File: src/hw/rtl/ser_pkg.sv
// Shared types and constants for the sonar echo ranger.
// Holds the request and result structs, the register map and the distance scale.
// No dependencies.
`default_nettype none

package ser_pkg;

	// register map of the configuration port
	typedef enum logic [1:0] {
		REG_ENABLE         = 2'd0,
		REG_TRIGGER_PERIOD = 2'd1,
		REG_ECHO_TIMEOUT   = 2'd2,
		REG_TRIGGER_WIDTH  = 2'd3
	} cfg_index_t;

	localparam int unsigned CFG_DATA_W = 20;

	// register reset values
	localparam logic [19:0] PERIOD_RESET  = 20'd40000;
	localparam logic [15:0] TIMEOUT_RESET = 16'd25000;
	localparam logic [7:0]  TRIG_W_RESET  = 8'd10;

	// saturation limits of the tick and width counters
	localparam logic [19:0] SINCE_MAX = 20'hFFFFF;
	localparam logic [15:0] WIDTH_MAX = 16'hFFFF;

	// distance = floor(width*8/29); x/29 as (x*DIST_RECIP) >> DIST_SHIFT,
	// exact for x < 2^19 since DIST_RECIP*29 - 2^24 = 9
	localparam int unsigned DIST_SHIFT = 24;
	localparam logic [19:0] DIST_RECIP = 20'd578525;

	typedef struct packed {
		logic enable;
		logic [19:0] trigger_period_us;
		logic [15:0] echo_timeout_us;
		logic [7:0]  trigger_width_us;
	} cfg_t;

	typedef struct packed {
		logic echo_level;
		logic clear_counters;
	} item_t;

	typedef struct packed {
		logic trigger_out;
		logic sample_done;
		logic sample_valid;
		logic missed;
		logic [15:0] pulse_width_us;
		logic [14:0] distance_sixteenth_cm;
		logic [31:0] ping_total;
		logic [31:0] valid_total;
		logic [31:0] timeout_total;
		logic [31:0] miss_total;
	} result_t;

endpackage

`default_nettype wire

File: src/hw/rtl/ser_cfg.sv
// Configuration registers of the sonar echo ranger.
// Plain write port decoded by register index; depends on ser_pkg.
`default_nettype none

module ser_cfg (
	input  wire                            clk,
	input  wire                            arst_n,
	input  wire                            cfg_write,
	input  ser_pkg::cfg_index_t            cfg_index,
	input  wire [ser_pkg::CFG_DATA_W-1:0]  cfg_data,
	output ser_pkg::cfg_t                  cfg
);
	import ser_pkg::*;

	cfg_t cfg_q;

	// register writes
	always_ff @(posedge clk or negedge arst_n) begin
		if (!arst_n) begin
			cfg_q.enable            <= 1'b0;
			cfg_q.trigger_period_us <= PERIOD_RESET;
			cfg_q.echo_timeout_us   <= TIMEOUT_RESET;
			cfg_q.trigger_width_us  <= TRIG_W_RESET;
		end else if (cfg_write) begin
			unique case (cfg_index)
				REG_ENABLE:         cfg_q.enable            <= cfg_data[0];
				REG_TRIGGER_PERIOD: cfg_q.trigger_period_us <= cfg_data[19:0];
				REG_ECHO_TIMEOUT:   cfg_q.echo_timeout_us   <= cfg_data[15:0];
				REG_TRIGGER_WIDTH:  cfg_q.trigger_width_us  <= cfg_data[7:0];
				default: ;
			endcase
		end
	end

	assign cfg = cfg_q;

endmodule

`default_nettype wire

File: src/hw/rtl/ser_core.sv
// Per-tick ranging state: trigger timing, echo edge capture, width, counters.
// Computes one tick's result from the registered request; depends on ser_pkg.
`default_nettype none

module ser_core (
	input  wire              clk,
	input  wire              arst_n,
	input  wire              step,
	input  ser_pkg::item_t   item,
	input  ser_pkg::cfg_t    cfg,
	output ser_pkg::result_t result
);
	import ser_pkg::*;

	typedef enum logic [1:0] {
		PH_IDLE  = 2'd0,
		PH_ARMED = 2'd1,
		PH_FALL  = 2'd2
	} phase_t;

	phase_t      phase_q, phase_d;
	logic [19:0] since_q, since_d;
	logic [15:0] width_q, width_d;
	logic        prev_q;
	logic [7:0]  tleft_q, tleft_d;
	logic [15:0] last_q, last_d;
	logic [31:0] pings_q, pings_d;
	logic [31:0] valids_q, valids_d;
	logic [31:0] touts_q, touts_d;
	logic [31:0] misses_q, misses_d;

	logic        miss, done, valid, trig;
	logic [18:0] dist_num;
	logic [38:0] dist_prod;

	// one tick of the ranging sequence
	always_comb begin
		phase_d  = phase_q;
		width_d  = width_q;
		tleft_d  = tleft_q;
		last_d   = last_q;
		miss     = 1'b0;
		done     = 1'b0;
		valid    = 1'b0;
		trig     = 1'b0;

		// counter clear happens before this tick's events
		pings_d  = item.clear_counters ? '0 : pings_q;
		valids_d = item.clear_counters ? '0 : valids_q;
		touts_d  = item.clear_counters ? '0 : touts_q;
		misses_d = item.clear_counters ? '0 : misses_q;

		since_d = (since_q != SINCE_MAX) ? since_q + 20'd1 : since_q;

		// pending echo too old: miss wins over any edge this tick
		if (phase_q != PH_IDLE && since_d > {4'd0, cfg.echo_timeout_us}) begin
			phase_d  = PH_IDLE;
			miss     = 1'b1;
			misses_d = misses_d + 32'd1;
			touts_d  = touts_d + 32'd1;
		end else begin
			unique case (phase_q)
				PH_ARMED: begin
					if (item.echo_level && !prev_q) begin
						width_d = 16'd1;
						phase_d = PH_FALL;
					end
				end
				PH_FALL: begin
					if (item.echo_level) begin
						if (width_q != WIDTH_MAX)
							width_d = width_q + 16'd1;
					end else begin
						last_d  = width_q;
						done    = 1'b1;
						phase_d = PH_IDLE;
						if (width_q == 16'd0 || width_q >= cfg.echo_timeout_us) begin
							touts_d = touts_d + 32'd1;
						end else begin
							valid    = 1'b1;
							valids_d = valids_d + 32'd1;
						end
					end
				end
				default: phase_d = PH_IDLE;
			endcase
		end

		// trigger start
		if (cfg.enable && phase_d == PH_IDLE && since_d >= cfg.trigger_period_us) begin
			since_d = '0;
			phase_d = PH_ARMED;
			width_d = '0;
			tleft_d = cfg.trigger_width_us;
			pings_d = pings_d + 32'd1;
		end

		// trigger output
		if (tleft_d != 8'd0) begin
			trig    = 1'b1;
			tleft_d = tleft_d - 8'd1;
		end
	end

	// distance: floor(width*8/29) by reciprocal multiply
	assign dist_num  = {width_q, 3'b000};
	assign dist_prod = {20'd0, dist_num} * {19'd0, DIST_RECIP};

	always_comb begin
		result.trigger_out           = trig;
		result.sample_done           = done;
		result.sample_valid          = valid;
		result.missed                = miss;
		result.pulse_width_us        = last_d;
		result.distance_sixteenth_cm = valid ? dist_prod[DIST_SHIFT +: 15] : 15'd0;
		result.ping_total            = pings_d;
		result.valid_total           = valids_d;
		result.timeout_total         = touts_d;
		result.miss_total            = misses_d;
	end

	// state registers
	always_ff @(posedge clk or negedge arst_n) begin
		if (!arst_n) begin
			phase_q  <= PH_IDLE;
			since_q  <= '0;
			width_q  <= '0;
			prev_q   <= 1'b0;
			tleft_q  <= '0;
			last_q   <= '0;
			pings_q  <= '0;
			valids_q <= '0;
			touts_q  <= '0;
			misses_q <= '0;
		end else if (step) begin
			phase_q  <= phase_d;
			since_q  <= since_d;
			width_q  <= width_d;
			prev_q   <= item.echo_level;
			tleft_q  <= tleft_d;
			last_q   <= last_d;
			pings_q  <= pings_d;
			valids_q <= valids_d;
			touts_q  <= touts_d;
			misses_q <= misses_d;
		end
	end

endmodule

`default_nettype wire

File: src/hw/rtl/sonar_echo_ranger.sv
// Top level of the sonar echo ranger: request register, ranging core, result register.
// Depends on ser_pkg, ser_cfg and ser_core.
`default_nettype none

// Each request is one microsecond tick carrying the sampled echo level and a
// counter clear; each gives exactly one result. The block takes one request
// every clock cycle while the result is not stalled; its result passes the
// request register, then the result register. The rate is set by the
// per-tick state update in ser_core. A stalled result is held while one more request
// waits in the request register. Configuration must be written through cfg_write,
// cfg_index, cfg_data only while no request is in flight; the block does not enforce it.
module sonar_echo_ranger (
	input  wire                            clk,
	input  wire                            arst_n,
	input  wire                            cfg_write,
	input  ser_pkg::cfg_index_t            cfg_index,
	input  wire [ser_pkg::CFG_DATA_W-1:0]  cfg_data,
	input  wire                            item_valid,
	output logic                           item_stall,
	input  ser_pkg::item_t                 item,
	output logic                           result_valid,
	input  wire                            result_stall,
	output ser_pkg::result_t               result
);
	import ser_pkg::*;

	cfg_t    cfg;
	item_t   item_s1;
	logic    valid_s1;
	logic    advance;
	result_t core_result;
	result_t result_q;
	logic    result_valid_q;

	ser_cfg u_cfg (
		.clk       (clk),
		.arst_n    (arst_n),
		.cfg_write (cfg_write),
		.cfg_index (cfg_index),
		.cfg_data  (cfg_data),
		.cfg       (cfg)
	);

	// process the held request when the result slot is free or draining
	assign advance    = valid_s1 && (!result_valid_q || !result_stall);
	assign item_stall = valid_s1 && !advance;

	ser_core u_core (
		.clk    (clk),
		.arst_n (arst_n),
		.step   (advance),
		.item   (item_s1),
		.cfg    (cfg),
		.result (core_result)
	);

	// request register
	always_ff @(posedge clk or negedge arst_n) begin
		if (!arst_n) begin
			valid_s1 <= 1'b0;
		end else if (item_valid && !item_stall) begin
			valid_s1 <= 1'b1;
		end else if (advance) begin
			valid_s1 <= 1'b0;
		end
	end

	always_ff @(posedge clk) begin
		if (item_valid && !item_stall)
			item_s1 <= item;
	end

	// result register
	always_ff @(posedge clk or negedge arst_n) begin
		if (!arst_n) begin
			result_valid_q <= 1'b0;
		end else if (advance) begin
			result_valid_q <= 1'b1;
		end else if (!result_stall) begin
			result_valid_q <= 1'b0;
		end
	end

	always_ff @(posedge clk) begin
		if (advance)
			result_q <= core_result;
	end

	assign result_valid = result_valid_q;
	assign result       = result_q;

endmodule

`default_nettype wire
File: config.mk
export PLATFORM = sky130hd
export DESIGN_NAME = sonar_echo_ranger
export DESIGN_NICKNAME = d
export VERILOG_FILES = /design/src/hw/rtl/ser_pkg.sv /design/src/hw/rtl/ser_cfg.sv /design/src/hw/rtl/ser_core.sv /design/src/hw/rtl/sonar_echo_ranger.sv
export SDC_FILE = /design/constraint.sdc
export NUM_CORES = 1
export LEC_CHECK = 0
export ABC_AREA = 0
export ABC_CLOCK_PERIOD_IN_PS = 9000
export BUFFER_PORTS_ARGS = -buffer_cell sky130_fd_sc_hd__buf_2
export CAP_MARGIN = 0
export CORE_UTILIZATION = 60
export CTS_BUF_LIST = sky130_fd_sc_hd__clkbuf_16
export DETAILED_ROUTE_END_ITERATION = 10
export HOLD_SLACK_MARGIN = 0.1
export PLACE_DENSITY = 0.84
export SLEW_MARGIN = 20
export SYNTH_ARGS = -nofsm -noshare
export SYNTH_HDL_FRONTEND = slang
export SYNTH_SLANG_ARGS = --single-unit
File: constraint.sdc
create_clock -name clk -period 9 [get_ports clk]
set_input_delay 1.8 -clock clk [delete_from_list [all_inputs] [get_ports clk]]
set_output_delay 1.8 -clock clk [all_outputs]
set_load 0.005 [all_outputs]
# Word level (Yosys, flattened, before mapping)
# Cells that the tools add are included.
[totals]
reg_bits = 403
latch_bits = 0
mem_bits_rw = 0
mem_bits_ro = 0
out_inout_bits = 165
memories = 0
[op_classes]
n_addsub = 7
n_mul = 1
div_mod_pow = 0
n_lt_le_gt_ge = 3
n_eq_ne = 12
n_shift = 0
n_mux = 43
n_bitwise = 1
n_reduce_logical = 27
[ops]
columns = ["operator", "count"]
rows = [
  ["2-to-1 mux 32 bit", 14],
  ["adder 32 x 1 -> 32 bit (second input constant)", 4],
  ["2-to-1 mux 16 bit", 8],
  ["2-to-1 mux 20 bit", 2],
  ["multiplier 16 x 20 -> 36 bit (second input constant)", 1],
  ["one-hot mux 16 bit (2 select lines)", 1],
  ["adder 20 x 1 -> 20 bit (second input constant)", 1],
  ["greater-or-equal comparator 20 bit", 1],
  ["greater-than comparator 20 x 16 -> 1 bit", 1],
  ["!= test 20 bit (second input constant)", 1],
  ["adder 16 x 1 -> 16 bit (second input constant)", 1],
  ["greater-or-equal comparator 16 bit", 1],
  ["zero test 16 bit", 1],
  ["2-to-1 mux 8 bit", 2],
  ["!= test 16 bit (second input constant)", 1],
  ["2-to-1 mux 1 bit", 11],
  ["2-to-1 mux 2 bit", 4],
  ["AND reduction 2 bit", 4],
  ["nonzero test 8 bit", 1],
  ["subtractor 8 x 1 -> 8 bit (second input constant)", 1],
  ["logical AND 1 bit", 7],
  ["equality test 2 bit (second input constant)", 3],
  ["!= test 3 x 1 -> 1 bit (second input constant)", 2],
  ["AND reduction 6 bit", 1],
  ["other kinds (12)", 20],
]

# Depth between registers and ports, before layout
# Gate-level depths: netlist (run 1).
[logic_depth]
ltp_word = 11
depth_mapped = 28
depth_no_buf = 24

# Modules after synthesis
# From an unflattened synthesis (run 1), not the netlist that was laid out.
[hier_totals]
hier_cells = 2658
hier_area_um2 = 27252.4
[by_module_without_submodules]
columns = ["module", "n_inst", "cells_each", "area_each_um2"]
rows = [
  ["ser_core", 1, 2388, 20364.5],
  ["sonar_echo_ranger", 1, 173, 5047.3],
  ["ser_cfg", 1, 97, 1840.5],
]

# Least setup slack after synthesis (run 1)
# Ideal clock, no wire load.
[synth_timing]
path_kind = "input-to-reg"
startpoint = "input result_stall"
endpoint = "register result_q, in the netlist result[0], enable pin"
t_arrival_ns = 7.323
required_ns = 8.410
path_slack_ns = 1.086
path_stages = 6
path_buffers = 3
cell_sequence = "nand2_1 -> nand2_1 -> inv_1 -> clkbuf_1 -> clkbuf_1 -> buf_1"
[synth_via]
elab_chain_cells = 3
[synth_lines]
columns = ["element", "line", "source"]
rows = [
  ["start, declared", "sonar_echo_ranger.sv:22", "input wire result_stall,"],
  ["zero test 1 bit", "-", ""],
  ["logical OR 1 bit", "sonar_echo_ranger.sv:45", "assign advance = valid_s1 && (!result_valid_q || !result_stall);"],
  ["logical AND 1 bit", "sonar_echo_ranger.sv:45", ""],
  ["net advance", "sonar_echo_ranger.sv:30", "logic advance;"],
  ["end signal, assigned", "sonar_echo_ranger.sv:86", "result_q <= core_result;"],
  ["end, declared", "sonar_echo_ranger.sv:32", "result_t result_q;"],
]
# The timed path passes the listed nets, and every way through them passes these cells.
# A chain may end at the register's enable or synchronous reset.

# Worst setup path after layout (run 1)
[layout_timing]
startpoint = "register u_core.since_q[11]"
endpoint = "register u_core.tleft_q[3]"
[layout_via]
elab_chain_cells = 11
word_cells_on_any_way = 14
cone_classes = "add/sub (2); order compare (2); eq/ne (1); mux (4); reduce/logical (5)"
[layout_lines]
columns = ["element", "line", "source"]
rows = [
  ["start, declared", "ser_core.sv:22", "logic [19:0] since_q, since_d;"],
  ["start signal, assigned", "ser_core.sv:137", "since_q <= since_d;"],
  ["adder 20 x 1 -> 20 bit or != test 20 bit (tied branches)", "ser_core.sv:53", "since_d = (since_q != SINCE_MAX) ? since_q + 20'd1 : since_q;"],
  ["2-to-1 mux 20 bit (*)", "ser_core.sv:53", ""],
  ["greater-than comparator 20 x 16 -> 1 bit", "ser_core.sv:56", "if (phase_q != PH_IDLE && since_d > {4'd0, cfg.echo_timeout_us}) begin"],
  ["logical AND 1 bit", "ser_core.sv:56", ""],
  ["2-to-1 mux 2 bit", "ser_core.sv:56", ""],
  ["zero test 2 bit", "ser_core.sv:90", "if (cfg.enable && phase_d == PH_IDLE && since_d >= cfg.trigger_period_us) begin"],
  ["logical AND 1 bit", "ser_core.sv:90", ""],
  ["logical AND 1 bit (*)", "ser_core.sv:90", ""],
  ["2-to-1 mux 8 bit (*)", "ser_core.sv:90", ""],
  ["subtractor 8 x 1 -> 8 bit or nonzero test 8 bit (tied branches)", "ser_core.sv:101, ser_core.sv:99", ""],
  ["2-to-1 mux 8 bit (*)", "ser_core.sv:99", "if (tleft_d != 8'd0) begin"],
  ["end signal, assigned", "ser_core.sv:140", "tleft_q <= tleft_d;"],
  ["end, declared", "ser_core.sv:25", "logic [7:0] tleft_q, tleft_d;"],
]
# Every way passes the cells marked *; elsewhere a longest branch is shown, timed or not.

==> impl_metrics.env, run 1 <==
export IMPL_antenna_cells=0
export IMPL_yosysWarnings=0
export IMPL_synth_edf_count=165
export IMPL_path_clk_slew_ps=60
export IMPL_slew_headroom=0.232
export IMPL_num_vias=20300
export IMPL_antenna_found_initial=0
export IMPL_worstMarginPinSlew_ps=1140
export IMPL_tns_ps=0
export IMPL_area_delta_synth_final_pct=10.4
export IMPL_port_buffers=193
export IMPL_cts_tree="yes"
export IMPL_multiInputGateArea_mm2=0.0149
export IMPL_synth_top_cells_by_area="dfrtp_1, edfxtp_1, ha_1"
export IMPL_initial_core_util=0.611
export IMPL_grt_pass1_wl_um=106000
export IMPL_globalplace_congestion=0.932
export IMPL_grt_max_degree=189
export IMPL_final_antenna_net_count=0
export IMPL_period_minus_slack_ps=6770
export IMPL_nets=3120
export IMPL_ys_ff_latch=403
export IMPL_vias_per_cell=5.98
export IMPL_wl_per_cell_um=19.2
export IMPL_hpwlAfterDp_um=46500
export IMPL_drt_wl_total_um=65100
export IMPL_cp_max_fo=8
export IMPL_drive_gt1_frac=0.148
export IMPL_syn_area_per_cell_um2=10.3
export IMPL_synth_cells=2634
export IMPL_clock_latency_ps=580
export IMPL_drc=0
export IMPL_htreeDepth=2
export IMPL_p_int_mw=4.10
export IMPL_crit_arrival_ps=7230
export IMPL_hp_class="flip-flop to flip-flop"
export IMPL_async_flop_share=0.591
export IMPL_syn_area_mm2=0.0271
export IMPL_finalCritPeriodShare=0.752
export IMPL_core_area_mm2=0.0443
export IMPL_grt_pass1_vias=20200
export IMPL_grt_busiest_layer="met2"
export IMPL_grtUsageTotal=0.287
export IMPL_netlist_area_leader_share=0.208
export IMPL_io_pin_count=194
export IMPL_die_w_um=214
export IMPL_seqPwrFrac=0.349
export IMPL_yosys_area_top_type="dfrtp_1"
export IMPL_fin_worst_skew_ps=18.7
export IMPL_post_cts_buffers=0
export IMPL_ir_worst_vdd_v=0.000220
export IMPL_overflow=0
export IMPL_run_status="finished, final reports clean"
export IMPL_drt_iter0_drc=1640
export IMPL_nFillCells=3351
export IMPL_crit_path_end_kind="flip-flop"
export IMPL_cts_hold_buf=0
export IMPL_worstSetupStartpointType="flip-flop"
export IMPL_fp_dieArea_mm2=0.0460
export IMPL_critical_path_class="flip-flop to flip-flop"
export IMPL_slew_violations=0
export IMPL_max_freq_mhz=148
export IMPL_clock_path_buffers=3
export IMPL_maxCapViolations=0
export IMPL_p_clk_frac=0.274
export IMPL_p_total_mw=6.40
export IMPL_synth_nets=2981
export IMPL_grt_use_met1=0.394
export IMPL_grt_util_met3=0.0410
export IMPL_pwr_density_cell_mw_per_mm2=214
export IMPL_cts_resized=0
export IMPL_ff_latch_area_mm2=0.0109
export IMPL_ys_types=84
export IMPL_rows=77
export IMPL_p_comb_frac=0.377
export IMPL_cts_root_buf="clkbuf_16"
export IMPL_crit_required_ps=9460
export IMPL_die_h_um=214
export IMPL_setup_viol=0
export IMPL_switching_share=0.360
export IMPL_p_leak_nw=13.5
export IMPL_finalHoldViolCount=0
export IMPL_cts_sinks=403
export IMPL_p_sw_mw=2.30
export IMPL_use_met2=0.462
export IMPL_synth_yosys_seq_area_share=0.404
export IMPL_rsz0062_at_grt="no"
export IMPL_cts_buffers=42
export IMPL_firstDrtPassIters=6
export IMPL_synth_ff_type="dfrtp_1"
==> cells in the final DEF, fill, tap and decap left out, drive strengths merged, types with 98 or more instances in the layout <==
cell	instances
nor2	217
fa	112
inv	236
xnor2	98
o21ai	130
nand2	246
dfrtp	225
edfxtp	165
ha	206
buf	211
==> state kept, by name, summed over array words and instances, names as in the netlist <==
name,count
u_core.since_q,20
valid_s1,1
result,163
u_core.width_q,16
item_s1,2
u_core.valids_q,32
u_core.pings_q,32
u_core.touts_q,32
u_cfg.cfg,45
u_core.misses_q,32
u_core.tleft_q,8
u_core.phase_q,2
u_core.prev_q,1
result_valid,1
u_core.last_q,16
==> kinds of logic after synthesis <==
logic type / after synthesis / synth area share
and+or+nand+nor: 911 / 0.176
DFF: 403 / 0.404
AOI/OAI and AO/OA: 366 / 0.0882
buffers and inverters: 341 / 0.0487
adders and majority gates: 318 / 0.178
xor gates and xnor gates: 150 / 0.0485
muxes: 145 / 0.0572
==> area by class of cell <==
| type | instances | area share |
|---|---|---|
| well taps | 592 | 0.0248 |
| flip-flops and latches | 403 | 0.366 |
| clock inverters | 35 | 0.0104 |
| inverters | 225 | 0.0285 |
| clock buffers | 42 | 0.0352 |
| repair buffers | 211 | 0.0380 |
| multi-input cells | 1890 | 0.497 |
==> power groups by stage <==
| stage | clock network (mW) | logic (mW) | registers (mW) |
|---|---|---|---|
| 3_5_place_dp | 0 | 2.39 | 2.26 |
| 6_report | 1.75 | 2.41 | 2.23 |
| 5_1_grt | 1.84 | 2.74 | 2.25 |
| 2_1_floorplan | 0 | 1.71 | 2.24 |
| 3_3_place_gp | 0 | 2.27 | 2.25 |
| 4_1_cts | 1.78 | 2.41 | 2.23 |
==> stage by stage <==
stage               hold slack, ps  std cells   util  instance area [um2]  setup WS, ps
floorplan                      438       2634      -                27100          1090
global route                   520       3398  0.674                29900          1840
finish                         496       3398  0.674                29900          2230
global placement               454       3320  0.643                28500          2580
CTS                            497       3397  0.673                29800          2330
detailed placement             483       3320  0.643                28500          2350
==> final timing paths <==
kind	startpoint	endpoint	slack, ps	cells past startpoint
max reg2reg	u_core.since_q[11]$_DFFE_PN0P_	u_core.tleft_q[3]$_DFFE_PN0P_	2230	22
min	u_core.pings_q[0]$_DFFE_PN0P_	u_core.pings_q[0]$_DFFE_PN0P_	500	2
min reg2reg	u_core.pings_q[0]$_DFFE_PN0P_	u_core.pings_q[0]$_DFFE_PN0P_	500	2
max	u_core.since_q[11]$_DFFE_PN0P_	u_core.tleft_q[3]$_DFFE_PN0P_	2230	22
min in group asynchronous	arst_n	u_core.valids_q[26]$_DFFE_PN0P_	1260	1
max in group asynchronous	arst_n	u_core.touts_q[13]$_DFFE_PN0P_	6210	2
==> worst max-delay path, cell delays in order (launching register included) <==
cell and delay, ps:
dfrtp_1 490, nand4_2 210, or4_4 580, o31ai_1 610, nor2_1 200, nand3_1 310
nor3_1 140, xor2_1 270, ha_1 300, a21oi_1 140, o21ai_0 140, a2111o_1 360
o31ai_1 540, and4b_4 410, or3_1 160, mux2i_1 200, ha_1 310, nand2b_1 100
or3_1 350, nor2b_1 200, mux2_2 260, o21ai_0 110, a22o_1 250
==> Yosys cell counts, drive strengths merged, types with 7 or more instances <==
master / count
or2: 8
a211oi: 7
inv: 225
nor3: 54
nand4: 64
fa: 112
a21o: 25
and2: 18
dfrtp: 225
clkbuf: 94
o211ai: 15
mux2: 77
o21ai: 130
nor2b: 67
xnor2: 98
and4: 10
a22oi: 10
edfxtp: 165
o22ai: 9
nand3: 59
nand2b: 27
ha: 206
and3: 41
o31ai: 13
buf: 22
nand2: 246
a21oi: 64
nor2: 217
mux2i: 68
xor2: 52
or3: 12
or4: 13
nor3b: 7
dfstp: 13
nor4: 48
a31oi: 8
a221o: 32
nand3b: 7
==> routing by layer <==
layer	wire, um	up-vias
li1	-	9531
met1	28200	9995
met2	31200	647
met3	3360	137
met4	2400	0
met5	0	-
Note: power is estimated with default switching activity, not from simulation.
==> run 2, diff against run 1 <==
Settings changed: ABC_CLOCK_PERIOD_IN_PS 9000 to 6700.
Clock period 9 ns to 6.7 ns, I/O delays scaled along.
==> run 2 against run 1 <==
Against the previous run: design area is 0.84% higher; count of clock-buffer cells in the layout is 4 higher; final cell count is 0.47% higher; power is 36% higher; critical path depth is 3 lower; via count is 1.8% higher; routed wire length is 2.2% higher; global-route usage is 0.25 points higher; die area stayed put; clock skew is 3.9 ps higher; core utilization is 0.56 points higher.
==> impl_metrics.env, run 2 (synthesized netlist as in run 1, its figures left out) <==
export IMPL_port_buffers=193
export IMPL_grtUsageTotal=0.289
export IMPL_largest_reg_flops=163
export IMPL_initial_core_util=0.611
export IMPL_clock_latency_ps=590
export IMPL_cts_root_buf="clkbuf_16"
export IMPL_firstDrtPassIters=6
export IMPL_maxCapViolations=0
export IMPL_drc=0
export IMPL_fp_dieArea_mm2=0.0460
export IMPL_p_clk_frac=0.293
export IMPL_run_status="finished, final reports clean"
export IMPL_final_cell_mix="nand2_1, inv_1, dfrtp_1, nor2_1, ha_1"
export IMPL_cp_max_fo=11
export IMPL_slew_headroom=0.288
export IMPL_period_minus_slack_ps=6390
export IMPL_nets=3133
export IMPL_cts_sinks=403
export IMPL_core_area_mm2=0.0443
export IMPL_min_path_cells=2
export IMPL_globalplace_congestion=0.949
export IMPL_pwr_density_cell_mw_per_mm2=290
export IMPL_p_sw_mw=3.10
export IMPL_max_freq_mhz=156
export IMPL_die_h_um=214
export IMPL_worstMarginPinSlew_ps=1060
export IMPL_ir_worst_vdd_v=0.000265
export IMPL_switching_share=0.356
export IMPL_crit_path_end_kind="flip-flop"
export IMPL_final_util=0.680
export IMPL_overflow=0
export IMPL_post_cts_buffers=0
export IMPL_critical_path_class="flip-flop to flip-flop"
export IMPL_grt_max_degree=149
export IMPL_htreeDepth=2
export IMPL_cts_buffers=44
export IMPL_rows=77
export IMPL_antenna_cells=0
export IMPL_wl_per_cell_um=19.5
export IMPL_finalCritPeriodShare=0.954
export IMPL_antenna_found_initial=0
export IMPL_path_clk_slew_ps=60
export IMPL_drt_iter0_drc=1767
export IMPL_vias_per_cell=6.06
export IMPL_layout_commonest_cell="nand2_1"
export IMPL_tns_ps=0
export IMPL_num_vias=20700
export IMPL_fin_worst_skew_ps=22.6
export IMPL_io_pin_count=194
export IMPL_cts_resized=0
export IMPL_cts_hold_buf=0
export IMPL_seqPwrFrac=0.345
export IMPL_hp_class="flip-flop to flip-flop"
export IMPL_grt_pass1_vias=20400
export IMPL_drt_wl_total_um=66600
export IMPL_grt_pass1_wl_um=107000
export IMPL_final_antenna_net_count=0
export IMPL_area_delta_synth_final_pct=11.3
export IMPL_p_comb_frac=0.362
export IMPL_finalHoldViolCount=0
export IMPL_hpwlAfterDp_um=48400
export IMPL_crit_required_ps=7020
export IMPL_cts_tree="yes"
export IMPL_rr_worst_depth=19
export IMPL_p_int_mw=5.62
export IMPL_clock_path_buffers=3
export IMPL_die_w_um=214
export IMPL_whs_ps=476
export IMPL_slew_violations=0
export IMPL_worstSetupStartpointType="flip-flop"
export IMPL_p_leak_nw=13.7
export IMPL_rsz0062_at_grt="no"
export IMPL_crit_arrival_ps=6710
export IMPL_drive_gt1_frac=0.156
export IMPL_setup_viol=0
-- run 2: changes by cell type in the layout (fill, tap and decap cells not counted), moves of 2 or more --
cell / previous run / this run
buf_4: 16 / 27
clkinvlp_4: 3 / 1
clkbuf_16: 42 / 46
inv_1: 231 / 228
clkinv_4: 0 / 4
clkinv_1: 7 / 4
clkinv_2: 8 / 11
-- run 2: area by class of cell --
cell class	count	area (um2)
repair buffers	222	1220
multi-input cells	1890	14800
inverters	225	852
clock inverters	36	384
fillers	3270	14200
clock buffers	46	1150
flip-flops and latches	403	10900
well taps	592	741
-- run 2: layer usage --
layer,GRT usage,part of all wire
met4,0.0943,0.028
met5,0,0
met2,0.477,0.49
met1,0.391,0.43
met3,0.0478,0.062
-- run 2: path summary, 6_finish.rpt --
kind	startpoint	endpoint	slack [ps]
max	u_core.width_q[5]$_DFFE_PN0P_	result[140]$_SDFFCE_PN0P_	310
min	u_core.pings_q[0]$_DFFE_PN0P_	u_core.pings_q[0]$_DFFE_PN0P_	480
max reg2reg	u_core.width_q[5]$_DFFE_PN0P_	result[140]$_SDFFCE_PN0P_	310
min reg2reg	u_core.pings_q[0]$_DFFE_PN0P_	u_core.pings_q[0]$_DFFE_PN0P_	480
max in group asynchronous	arst_n	u_core.width_q[9]$_DFFE_PN0P_	4460
min in group asynchronous	arst_n	u_core.valids_q[17]$_DFFE_PN0P_	790
-- run 2: critical path: stages (launching register included) --
cell and delay [ps]:
dfrtp_1 650, inv_1 150, ha_1 400, fa_1 550, inv_1 50, fa_1 520, fa_1 460, fa_1 540
inv_1 50, fa_1 470, ha_1 260, a2111o_1 400, a41oi_1 230, a211o_1 230, o2111ai_1 190, nand3_1 170
nand3b_1 200, o41ai_1 390, xor2_1 180, nor2_1 50
-- run 2: stage by stage --
| stage | cells | instance area (um2) | setup slack, ps | total power, mW |
|---|---|---|---|---|
| 2_1_floorplan | 2634 | 27100 | 585 | 5.29 |
| 3_3_place_gp | 3332 | 28600 | 493 | 6.05 |
| 3_5_place_dp | 3332 | 28600 | 380 | 6.18 |
| 4_1_cts | 3414 | 30100 | 355 | 8.75 |
| 5_1_grt | 3414 | 30100 | 4.18 | 9.32 |
| 6_report | 3414 | 30100 | 306 | 8.73 |
-- run 2: power by group through the flow --
stage	sequential, mW	clock, mW	combinational [mW]
4_1_cts	3.01	2.59	3.16
3_5_place_dp	3.05	0	3.13
5_1_grt	3.04	2.69	3.59
3_3_place_gp	3.03	0	3.02
2_1_floorplan	3.00	0	2.29
6_report	3.01	2.56	3.16
